`src/rtl/crc24_pkg.sv`:
```
// Shared types, constants and the word fold function for the CRC-24 word pair stream.
package crc24_pkg;

  localparam int unsigned CrcWidth  = 24;
  localparam int unsigned ByteWidth = 8;
  localparam int unsigned WordWidth = 16;

  localparam logic [CrcWidth-1:0] CrcPoly = 24'h80001B;
  localparam logic [CrcWidth-1:0] CrcInit = 24'h000000;

  // One input request as it travels from the input register to the fold stage
  typedef struct packed {
    logic [ByteWidth-1:0] data_byte;
    logic                 last;
  } crc24_req_t;

  // Fold one 16-bit word into the running checksum
  function automatic logic [CrcWidth-1:0] crc24_fold(input logic [CrcWidth-1:0]  crc,
                                                     input logic [WordWidth-1:0] word);
    logic [CrcWidth-1:0] next;
    next = {crc[CrcWidth-2:0], 1'b0} ^ {{(CrcWidth-WordWidth){1'b0}}, word};
    if (crc[CrcWidth-1]) begin
      next = next ^ CrcPoly;
    end
    return next;
  endfunction

endpackage

```
`src/rtl/crc24_fold.sv`:
```
// Fold stage: byte pairing, checksum state and the result register.
module crc24_fold import crc24_pkg::*; (
  input  logic                clk_i,
  input  logic                rst_ni,
  input  logic                req_valid_i,
  input  crc24_req_t          req_i,
  output logic                req_ready_o,
  output logic                out_valid_o,
  input  logic                out_stall_i,
  output logic [CrcWidth-1:0] checksum_o
);

  logic [CrcWidth-1:0]  crc_q, crc_d;
  logic [ByteWidth-1:0] held_q, held_d;
  logic                 have_q, have_d;
  logic                 out_valid_q, out_valid_d;
  logic [CrcWidth-1:0]  checksum_q, checksum_d;
  logic                 take;
  logic [CrcWidth-1:0]  crc_new;

  // Take a non-final byte at once; hold a final byte until the result register is free
  assign req_ready_o = !req_i.last || !out_valid_q || !out_stall_i;
  assign take        = req_valid_i && req_ready_o;

  // Fold the completed word: a held pair, or a lone final byte with zero high half
  always_comb begin
    if (have_q) begin
      crc_new = crc24_fold(crc_q, {req_i.data_byte, held_q});
    end else begin
      crc_new = crc24_fold(crc_q, {{(WordWidth-ByteWidth){1'b0}}, req_i.data_byte});
    end
  end

  // Advance the checksum state
  always_comb begin
    crc_d  = crc_q;
    held_d = held_q;
    have_d = have_q;
    if (take) begin
      if (req_i.last) begin
        crc_d  = CrcInit;
        held_d = '0;
        have_d = 1'b0;
      end else if (have_q) begin
        crc_d  = crc_new;
        held_d = '0;
        have_d = 1'b0;
      end else begin
        held_d = req_i.data_byte;
        have_d = 1'b1;
      end
    end
  end

  // Load the result register on a final byte, drop it once taken
  always_comb begin
    out_valid_d = out_valid_q;
    checksum_d  = checksum_q;
    if (out_valid_q && !out_stall_i) begin
      out_valid_d = 1'b0;
    end
    if (take && req_i.last) begin
      out_valid_d = 1'b1;
      checksum_d  = crc_new;
    end
  end

  always_ff @(posedge clk_i or negedge rst_ni) begin
    if (!rst_ni) begin
      crc_q       <= CrcInit;
      held_q      <= '0;
      have_q      <= 1'b0;
      out_valid_q <= 1'b0;
    end else begin
      crc_q       <= crc_d;
      held_q      <= held_d;
      have_q      <= have_d;
      out_valid_q <= out_valid_d;
    end
  end

  // Hold the payload without reset
  always_ff @(posedge clk_i) begin
    checksum_q <= checksum_d;
  end

  assign out_valid_o = out_valid_q;
  assign checksum_o  = checksum_q;

endmodule

```
`src/rtl/crc24_word_pair_stream.sv`:
```
// Top level of the CRC-24 word pair stream: input register and fold stage.
//
// Usage:
//   Input channel (in_valid_i / in_stall_o, data_byte_i, last_i) takes one
//   message byte per request; last_i marks the final byte of a message.
//   Bytes pair little-endian into 16-bit words that fold into a 24-bit
//   checksum (polynomial 0x80001B). An odd final byte pairs with zero.
//   Output channel (out_valid_o / out_stall_i, checksum_o) carries one
//   request per message: the checksum, after which the state is zero again.
// Timing:
//   Throughput is one byte per cycle while in_stall_o is low; every fold is
//   a single shift and XOR between the input register and the result register.
//   From acceptance of the final byte, checksum_o becomes valid after the
//   input register, then the result register.
// Reset:
//   rst_ni clears the running checksum, the held byte and both valid flags.
// Stall:
//   A stalled result holds checksum_o steady. The fold stage keeps taking
//   bytes while the result waits; only an item that would load a new
//   result waits in the input register, and in_stall_o rises once that
//   register is full and cannot drain.
module crc24_word_pair_stream import crc24_pkg::*; (
  input  logic                 clk_i,
  input  logic                 rst_ni,
  input  logic                 in_valid_i,
  output logic                 in_stall_o,
  input  logic [ByteWidth-1:0] data_byte_i,
  input  logic                 last_i,
  output logic                 out_valid_o,
  input  logic                 out_stall_i,
  output logic [CrcWidth-1:0]  checksum_o
);

  logic       in_valid_q, in_valid_d;
  crc24_req_t req_q, req_d;
  logic       fold_ready;
  logic       fold_block;
  logic       in_take;

  // A byte that completes no result never needs the result register
  assign fold_block = in_valid_q && req_q.last && !fold_ready;
  assign in_stall_o = fold_block;
  assign in_take    = in_valid_i && !in_stall_o;

  // Advance the input register
  always_comb begin
    in_valid_d = in_valid_q;
    req_d      = req_q;
    if (!fold_block) begin
      in_valid_d = in_take;
    end
    if (in_take) begin
      req_d.data_byte = data_byte_i;
      req_d.last      = last_i;
    end
  end

  always_ff @(posedge clk_i or negedge rst_ni) begin
    if (!rst_ni) begin
      in_valid_q <= 1'b0;
    end else begin
      in_valid_q <= in_valid_d;
    end
  end

  always_ff @(posedge clk_i) begin
    req_q <= req_d;
  end

  crc24_fold u_fold (
    .clk_i       (clk_i),
    .rst_ni      (rst_ni),
    .req_valid_i (in_valid_q && !fold_block),
    .req_i       (req_q),
    .req_ready_o (fold_ready),
    .out_valid_o (out_valid_o),
    .out_stall_i (out_stall_i),
    .checksum_o  (checksum_o)
  );

endmodule

```
`config.mk`:
```
export PLATFORM = sky130hd
export DESIGN_NAME = crc24_word_pair_stream
export DESIGN_NICKNAME = d
export VERILOG_FILES = /design/src/rtl/crc24_pkg.sv /design/src/rtl/crc24_fold.sv /design/src/rtl/crc24_word_pair_stream.sv
export SDC_FILE = /design/constraint.sdc
export NUM_CORES = 1
export LEC_CHECK = 0
export ABC_AREA = 1
export BUFFER_PORTS_ARGS = -buffer_cell sky130_fd_sc_hd__buf_2
export CORE_ASPECT_RATIO = 0.75
export CORE_MARGIN = 2
export CORE_UTILIZATION = 35
export DETAILED_ROUTE_END_ITERATION = 10
export PLACE_DENSITY_LB_ADDON = 0.2
export REMOVE_ABC_BUFFERS = 1
export SYNTH_ARGS = -nofsm -noshare
export SYNTH_HDL_FRONTEND = slang
export SYNTH_HIERARCHICAL = 1
export SYNTH_SLANG_ARGS = --single-unit
```
`constraint.sdc`:
```
create_clock -name clk_i -period 3 [get_ports clk_i]
set_input_delay 0.6 -clock clk_i [delete_from_list [all_inputs] [get_ports clk_i]]
set_output_delay 0.6 -clock clk_i [all_outputs]
set_load 0.01 [all_outputs]
```
==> results of run 1 <==
-- final cells by class --
class,count,area (um^2)
clock buffer,12,155
clock inverter,4,95.1
fill,761,4500
inverter,35,131
multi-input combinational,171,793
sequential,68,1870
tap,105,131
timing repair buffer,41,213
-- power by group through the flow --
| stage | logic, mW | clock network [mW] | registers (mW) |
|---|---|---|---|
| floorplan | 0.169 | 0 | 1.15 |
| global placement | 0.287 | 0 | 1.13 |
| detailed placement | 0.293 | 0 | 1.13 |
| CTS | 0.293 | 0.953 | 1.12 |
| global route | 0.330 | 0.997 | 1.12 |
| finish | 0.289 | 0.929 | 1.12 |
-- through the flow --
step,power (mW),utilization,instances
detailed placement,1.43,0.398,420
CTS,2.36,0.430,436
finish,2.33,0.430,436
floorplan,1.32,-,274
global placement,1.42,0.398,420
global route,2.45,0.430,436
-- sequential cells by signal (all words and copies together), names as in the netlist --
| name | cells |
|---|---|
| u_fold/checksum_o | 24 |
| u_fold/crc_q | 24 |
| req_q | 9 |
| u_fold/held_q | 8 |
| in_valid_q | 1 |
| u_fold/have_q | 1 |
| u_fold/out_valid_o | 1 |
-- layer usage --
| layer | wire, um | up-vias | global-route usage |
|---|---|---|---|
| met2 | 2360 | 50 | 0.201 |
| li1 | - | 980 | - |
| met4 | 70 | 0 | 0.0462 |
| met5 | 0 | - | 0 |
| met3 | 304 | 8 | 0.0455 |
| met1 | 2940 | 909 | 0.196 |
-- cells in the mapped netlist, types with 3 or more instances --
library cell and instances:
dfrtp_1 35, nand2_1 103, o21ai_1 6, xor2_1 8
nand3b_1 4, nor2_1 11, edfxtp_1 33, o21ai_0 13
and2_1 8, o22ai_1 3, nand3_1 10, buf_6 3
inv_1 33
-- worst min path at each step --
stage                       endpoint  slack (ps)
4_1_cts              u_fold/crc_q[1]         400
3_3_place_gp   u_fold/checksum_o[17]         470
2_1_floorplan             in_valid_q         300
6_report             u_fold/crc_q[9]         360
3_5_place_dp   u_fold/checksum_o[19]         470
5_1_grt              u_fold/crc_q[1]         420
-- worst register-to-register path, cell delays in order (launching register included) --
cell,delay [ps]
dfrtp_1,370
nand2_1,110
inv_1,50
nand2_1,120
nor2_2,70
nor2_1,340
o21ai_2,190
inv_1,180
nand2_1,90
inv_1,80
buf_4,220
-- logic make-up (layout without fill, tap and decap cells) --
logic type | Yosys count | after routing | share of synthesized area
and+or+nand+nor | 139 | 139 | 0.208
DFF | 68 | 68 | 0.655
buffers and inverters | 42 | 92 | 0.0667
AOI/OAI and AO/OA | 23 | 23 | 0.0430
xor gates and xnor gates | 9 | 9 | 0.0277
==> impl_metrics.yaml, run 1 <==
die:
  coreArea_um2: 7880
  start_util: 0.362
  die_w_um: 108
  ios: 39
  die_height_um: 82.2
  fp.dieArea_um2: 8890
  rows: 28
synth:
  yosysSeqAreaShare: 0.655
  synth_cell_types: 21
  synth_area_um2: 2850
  yosysWarningCount: 6
  synth-async-reset-ratio: 0.515
  synth_top_area_share: 0.348
  ys_top_cells_by_area: "edfxtp_1, dfrtp_1, nand2_1, inv_1, xor2_1"
  synth_area_per_cell_um2: 10.1
  yosysTopAreaCell: "edfxtp_1"
  synth_flop_cell: "dfrtp_1"
  yosys_register_bits: 68
  synthesis.instances: 281
  synth_edf_count: 33
pwr:
  switching_share: 0.241
  p_sw_uw: 562
  power.internal_mw: 1.77
  worst_ir_drop_vdd_mv: 0.338
  clkPwrFrac: 0.398
  power_density_nw_per_um2: 689
  power_frac_comb: 0.124
  cellLeakagePower_nw: 1.66
  seqPwrFrac: 0.478
worst_setup_path:
  reg2reg_depth: 10
  rr_startpoint: "u_fold/out_valid_o"
  path_depth: 10
  cp-start-kind: "flip-flop"
  ff2ff_setup_slack_ps: 860
  r2r_end: "u_fold/checksum_o[19]"
  crit_path_top_delay_cell: "dfrtp_1"
  cp-endpoint: "u_fold/checksum_o[19]"
  path_buf_inv: 4
  critPathMaxFanout: 14
  required_ps: 3030
  arrival_ps: 2180
  cp-end-kind: "flip-flop"
  crit_chain: "nand2_1 > inv_1 > nand2_1 > nor2_2 > nor2_1 > o21ai_2 > inv_1 > nand2_1 > inv_1 > buf_4"
  path_class: "reg -> reg"
  path_delay_family: "simple AND/OR/NAND/NOR gates"
  cpPeakStageDelay_ps: 370
  crit_start: "u_fold/out_valid_o"
route:
  drt_iter0_drc: 92
  detail-route-antenna-nets: 0
  viasPerCell: 4.47
  vias: 1947
  route.detailed.drc: 0
  avgRoutedWirePerCell_um: 13.0
  totalWireLength_um: 5670
  drtPass1Iterations: 4
sta:
  fin_crit_sh: 0.714
  rsz0062_at_grt: "false"
  tns_ps: 0
  clock_skew_ps: 6.18
  relSlewSlack: 0.440
  finalSetupViolations: 0
  slew_violations: 0
  finalHoldViolCount: 0
  fmax_mhz: 467
  max_slew.worst_pin.slew_ps: 840
  min_period_ps: 2140
  hold_ws_ps: 365
  fin_ws_ps: 858
final_layout:
  n_antenna_cell: 0
  postLayoutCellArea_um2: 3390
  drive_gt1_frac: 0.187
  syn2layout_area_growth_pct: 18.8
  layout_common_cells: "nand2_1, buf_2, dfrtp_1"
  final_common_cell: "nand2_1"
  layout.nets: 339
global_routing:
  grt_pass1_vias: 1747
  antenna_found_initial: 0
  grt_pass1_wl_um: 8980
  grt_max_degree: 36
  grt_usage: 0.139
  grt_overflow_total: 0
place:
  io_buffer_count: 38
  place.gp.congestion: 0.751
  place_ws_ps: 493
  dp.final_hpwl_um: 3810
  dpl-instance-area_um2: 3140
cts:
  cts_resized: 0
  htreeDepth: 3
  numClockSinks: 68
  clk_path_buf_depth: 2
  ctsRootBufferMaster: "clkbuf_8"
  clock_latency_ps: 340
  cts_setup_buffers: 0
  cts_inserted_buffers: 9
  clkSlewWorstSetupHoldPaths_ps: 70
  cts_tree: "done"
  hold_buffers: 0
hold_path:
  hold_path.class: "in -> async"
run:
  max_cap_violations: 0
outcome:
  status: "complete, no violations"
Power figures use the tool's default switching activity.
==> inputs of run 2 (changes only) <==
--- a/config.mk
+++ b/config.mk
@@ -5,7 +5,7 @@
 export SDC_FILE = /design/constraint.sdc
 export NUM_CORES = 1
 export LEC_CHECK = 0
-export ABC_AREA = 1
+export ABC_AREA = 0
 export BUFFER_PORTS_ARGS = -buffer_cell sky130_fd_sc_hd__buf_2
 export CORE_ASPECT_RATIO = 0.75
 export CORE_MARGIN = 2
==> constraint.sdc (replaced) <==
create_clock -name clk_i -period 1.95 [get_ports clk_i]
set_input_delay 0.39 -clock clk_i [delete_from_list [all_inputs] [get_ports clk_i]]
set_output_delay 0.39 -clock clk_i [all_outputs]
set_load 0.01 [all_outputs]
==> run 2 against run 1 <==
Final cell count fell by 19%. Cell area rose by 0.26%. Sequential cell count did not move. Utilization rose by 0.11 points. First-iteration DRC count fell by 21%. Clock skew barely moved. Hold slack got worse by 290 ps. Synthesized cell count fell by 33%.
==> impl_metrics.yaml, run 2 <==
outcome:
  status: "complete, no violations"
sta:
  fin_crit_sh: 0.938
  fmax_mhz: 547
  slew_violations: 0
  relSlewSlack: 0.682
  rsz0062_at_grt: "false"
  clock_skew_ps: 6.40
  max_slew.worst_pin.slew_ps: 477
  fin_ws_ps: 121
  min_period_ps: 1830
  finalHoldViolCount: 0
  finalSetupViolations: 0
cts:
  clock_latency_ps: 350
  hold_buffers: 0
  clkSlewWorstSetupHoldPaths_ps: 80
  ctsRootBufferMaster: "clkbuf_8"
  cts_inserted_buffers: 9
  htreeDepth: 3
  numClockSinks: 68
  clk_path_buf_depth: 2
  cts_tree: "done"
worst_setup_path:
  r2r_end: "u_fold/crc_q[2]"
  cp-endpoint: "in_stall_o"
  path_depth: 6
  ff2ff_setup_slack_ps: 250
  path_class: "reg -> out"
  crit_start: "u_fold/out_valid_o"
  cp-end-kind: "primary output"
  arrival_ps: 1440
  reg2reg_depth: 7
  cpPeakStageDelay_ps: 380
  cp-start-kind: "flip-flop"
  rr_startpoint: "u_fold/out_valid_o"
  path_delay_family: "flip-flops"
  crit_path_top_delay_cell: "dfrtp_1"
  required_ps: 1560
  path_buf_inv: 4
  critPathMaxFanout: 4
  crit_chain: "and3_4 > inv_4 > buf_4 > nand3b_4 > inv_1 > buf_2"
final_layout:
  layout_common_cells: "buf_2, dfrtp_1, edfxtp_1"
  final_common_cell: "buf_2"
  postLayoutCellArea_um2: 3390
  drive_gt1_frac: 0.374
  layout.nets: 254
  instances_no_fill: 351
  final_core_util: 0.431
  n_antenna_cell: 0
  syn2layout_area_growth_pct: 19.7
route:
  drtPass1Iterations: 4
  viasPerCell: 4.65
  avgRoutedWirePerCell_um: 14.7
  detail-route-antenna-nets: 0
  totalWireLength_um: 5150
  vias: 1632
  drt_iter0_drc: 73
  route.detailed.drc: 0
pwr:
  worst_ir_drop_vdd_mv: 0.497
  cellLeakagePower_nw: 1.59
  power_mw: 3.51
  power_density_nw_per_um2: 1030
synth:
  yosysTopAreaCell: "edfxtp_1"
  synth_area_um2: 2840
  synth_area_per_cell_um2: 15.1
  synth_edf_count: 33
  yosysSeqAreaShare: 0.658
  yosysMostFrequentCell: "dfrtp_1"
  ys_top_cells_by_area: "edfxtp_1, dfrtp_1, a22o_1, xor2_1, o31ai_2"
  synth_cell_types: 31
  yosysWarningCount: 6
  synth-async-reset-ratio: 0.515
  yosys-top-cells-count: "dfrtp_1, edfxtp_1, a22o_1, xor2_1, inv_1"
  synth_flop_cell: "dfrtp_1"
  synthesis.instances: 188
  synth_top_area_share: 0.350
  yosys_register_bits: 68
die:
  start_util: 0.360
  die_w_um: 108
  die_height_um: 81.9
  rows: 28
  coreArea_um2: 7880
  ios: 39
  fp.dieArea_um2: 8840
place:
  place.gp.congestion: 0.761
  io_buffer_count: 38
  dpl-instance-area_um2: 3190
  dp.cells: 335
  dp.final_hpwl_um: 3450
  place_ws_ps: 7.11
global_routing:
  grt_usage: 0.130
  grt_pass1_wl_um: 8310
  grt_pass1_vias: 1651
  grt_overflow_total: 0
  grt_max_degree: 36
  antenna_found_initial: 0
hold_path:
  hold_path.class: "in -> async"
run:
  max_cap_violations: 0
==> run 2: cell count changes in the layout (fill, tap and decap cells not counted), moves of 10 or more <==
| cell | previous run | this run |
|---|---|---|
| nor2_1 | 11 | 1 |
| nand3_1 | 10 | 0 |
| inv_1 | 33 | 10 |
| a22o_1 | 0 | 17 |
| buf_4 | 3 | 13 |
| nand2_1 | 103 | 2 |
==> run 2: per-stage QoR <==
| stage | TNS [ps] | hold slack (ps) |
|---|---|---|
| after floorplan | -39060 | 94.4 |
| after global placement | 0 | 457 |
| after detailed placement | 0 | 446 |
| after CTS | 0 | 85.4 |
| after global routing | 0 | 91.7 |
| final | 0 | 77.1 |
==> run 2: cell type report <==
| class | instances | area (um^2) |
|---|---|---|
| clock buffers | 9 | 124 |
| clock inverters | 7 | 80.1 |
| fillers | 744 | 4490 |
| inverters | 11 | 43.8 |
| multi-input cells | 99 | 841 |
| flip-flops and latches | 68 | 1870 |
| well taps | 105 | 131 |
| repair buffers | 52 | 308 |
==> run 2: timing repair <==
action,CTS,global route
buffers inserted,0,0
endpoints found under the setup margin,0,14
resized for setup,0,2
==> run 2: power by group <==
group          leakage (nW)  internal [mW]  switching (mW)
logic                 0.700          0.241           0.311
clock network        0.0973          0.607           0.577
registers             0.788           1.69          0.0850
total                  1.59           2.54           0.974
==> run 2: worst min-delay path by stage <==
stage	startpoint	to	slack, ps
floorplan	rst_ni	in_valid_q	90
global placement	u_fold/crc_q[15]	u_fold/checksum_o[16]	460
detailed placement	u_fold/crc_q[15]	u_fold/checksum_o[16]	450
CTS	rst_ni	u_fold/held_q[2]	90
global route	rst_ni	u_fold/crc_q[17]	90
finish	rst_ni	u_fold/held_q[2]	80
==> run 2: logic make-up (layout without fill, tap and decap cells) <==
| family | Yosys count | in the layout | share of synthesized area |
|---|---|---|---|
| simple gates | 26 | 26 | 0.0711 |
| xor+xnor | 20 | 20 | 0.0618 |
| compound gates | 45 | 45 | 0.134 |
| flops | 68 | 68 | 0.658 |
| mux | 8 | 8 | 0.0282 |
| buf+inv | 21 | 79 | 0.0468 |
==> run 2: worst register-to-register path, delay by kind of cell, from the launching register on <==
kind / cells / cell delay, ps
flip-flops: 1 / 400
buffers and inverters: 2 / 70
AND/OR/NAND/NOR: 2 / 490
AO/OA/AOI/OAI: 3 / 640
==> run 2: metal layers <==
layer / global-route usage / routed length (um)
met5: 0 / 0
met4: 0.0436 / 75
met3: 0.0603 / 286
met2: 0.196 / 2290
met1: 0.165 / 2500
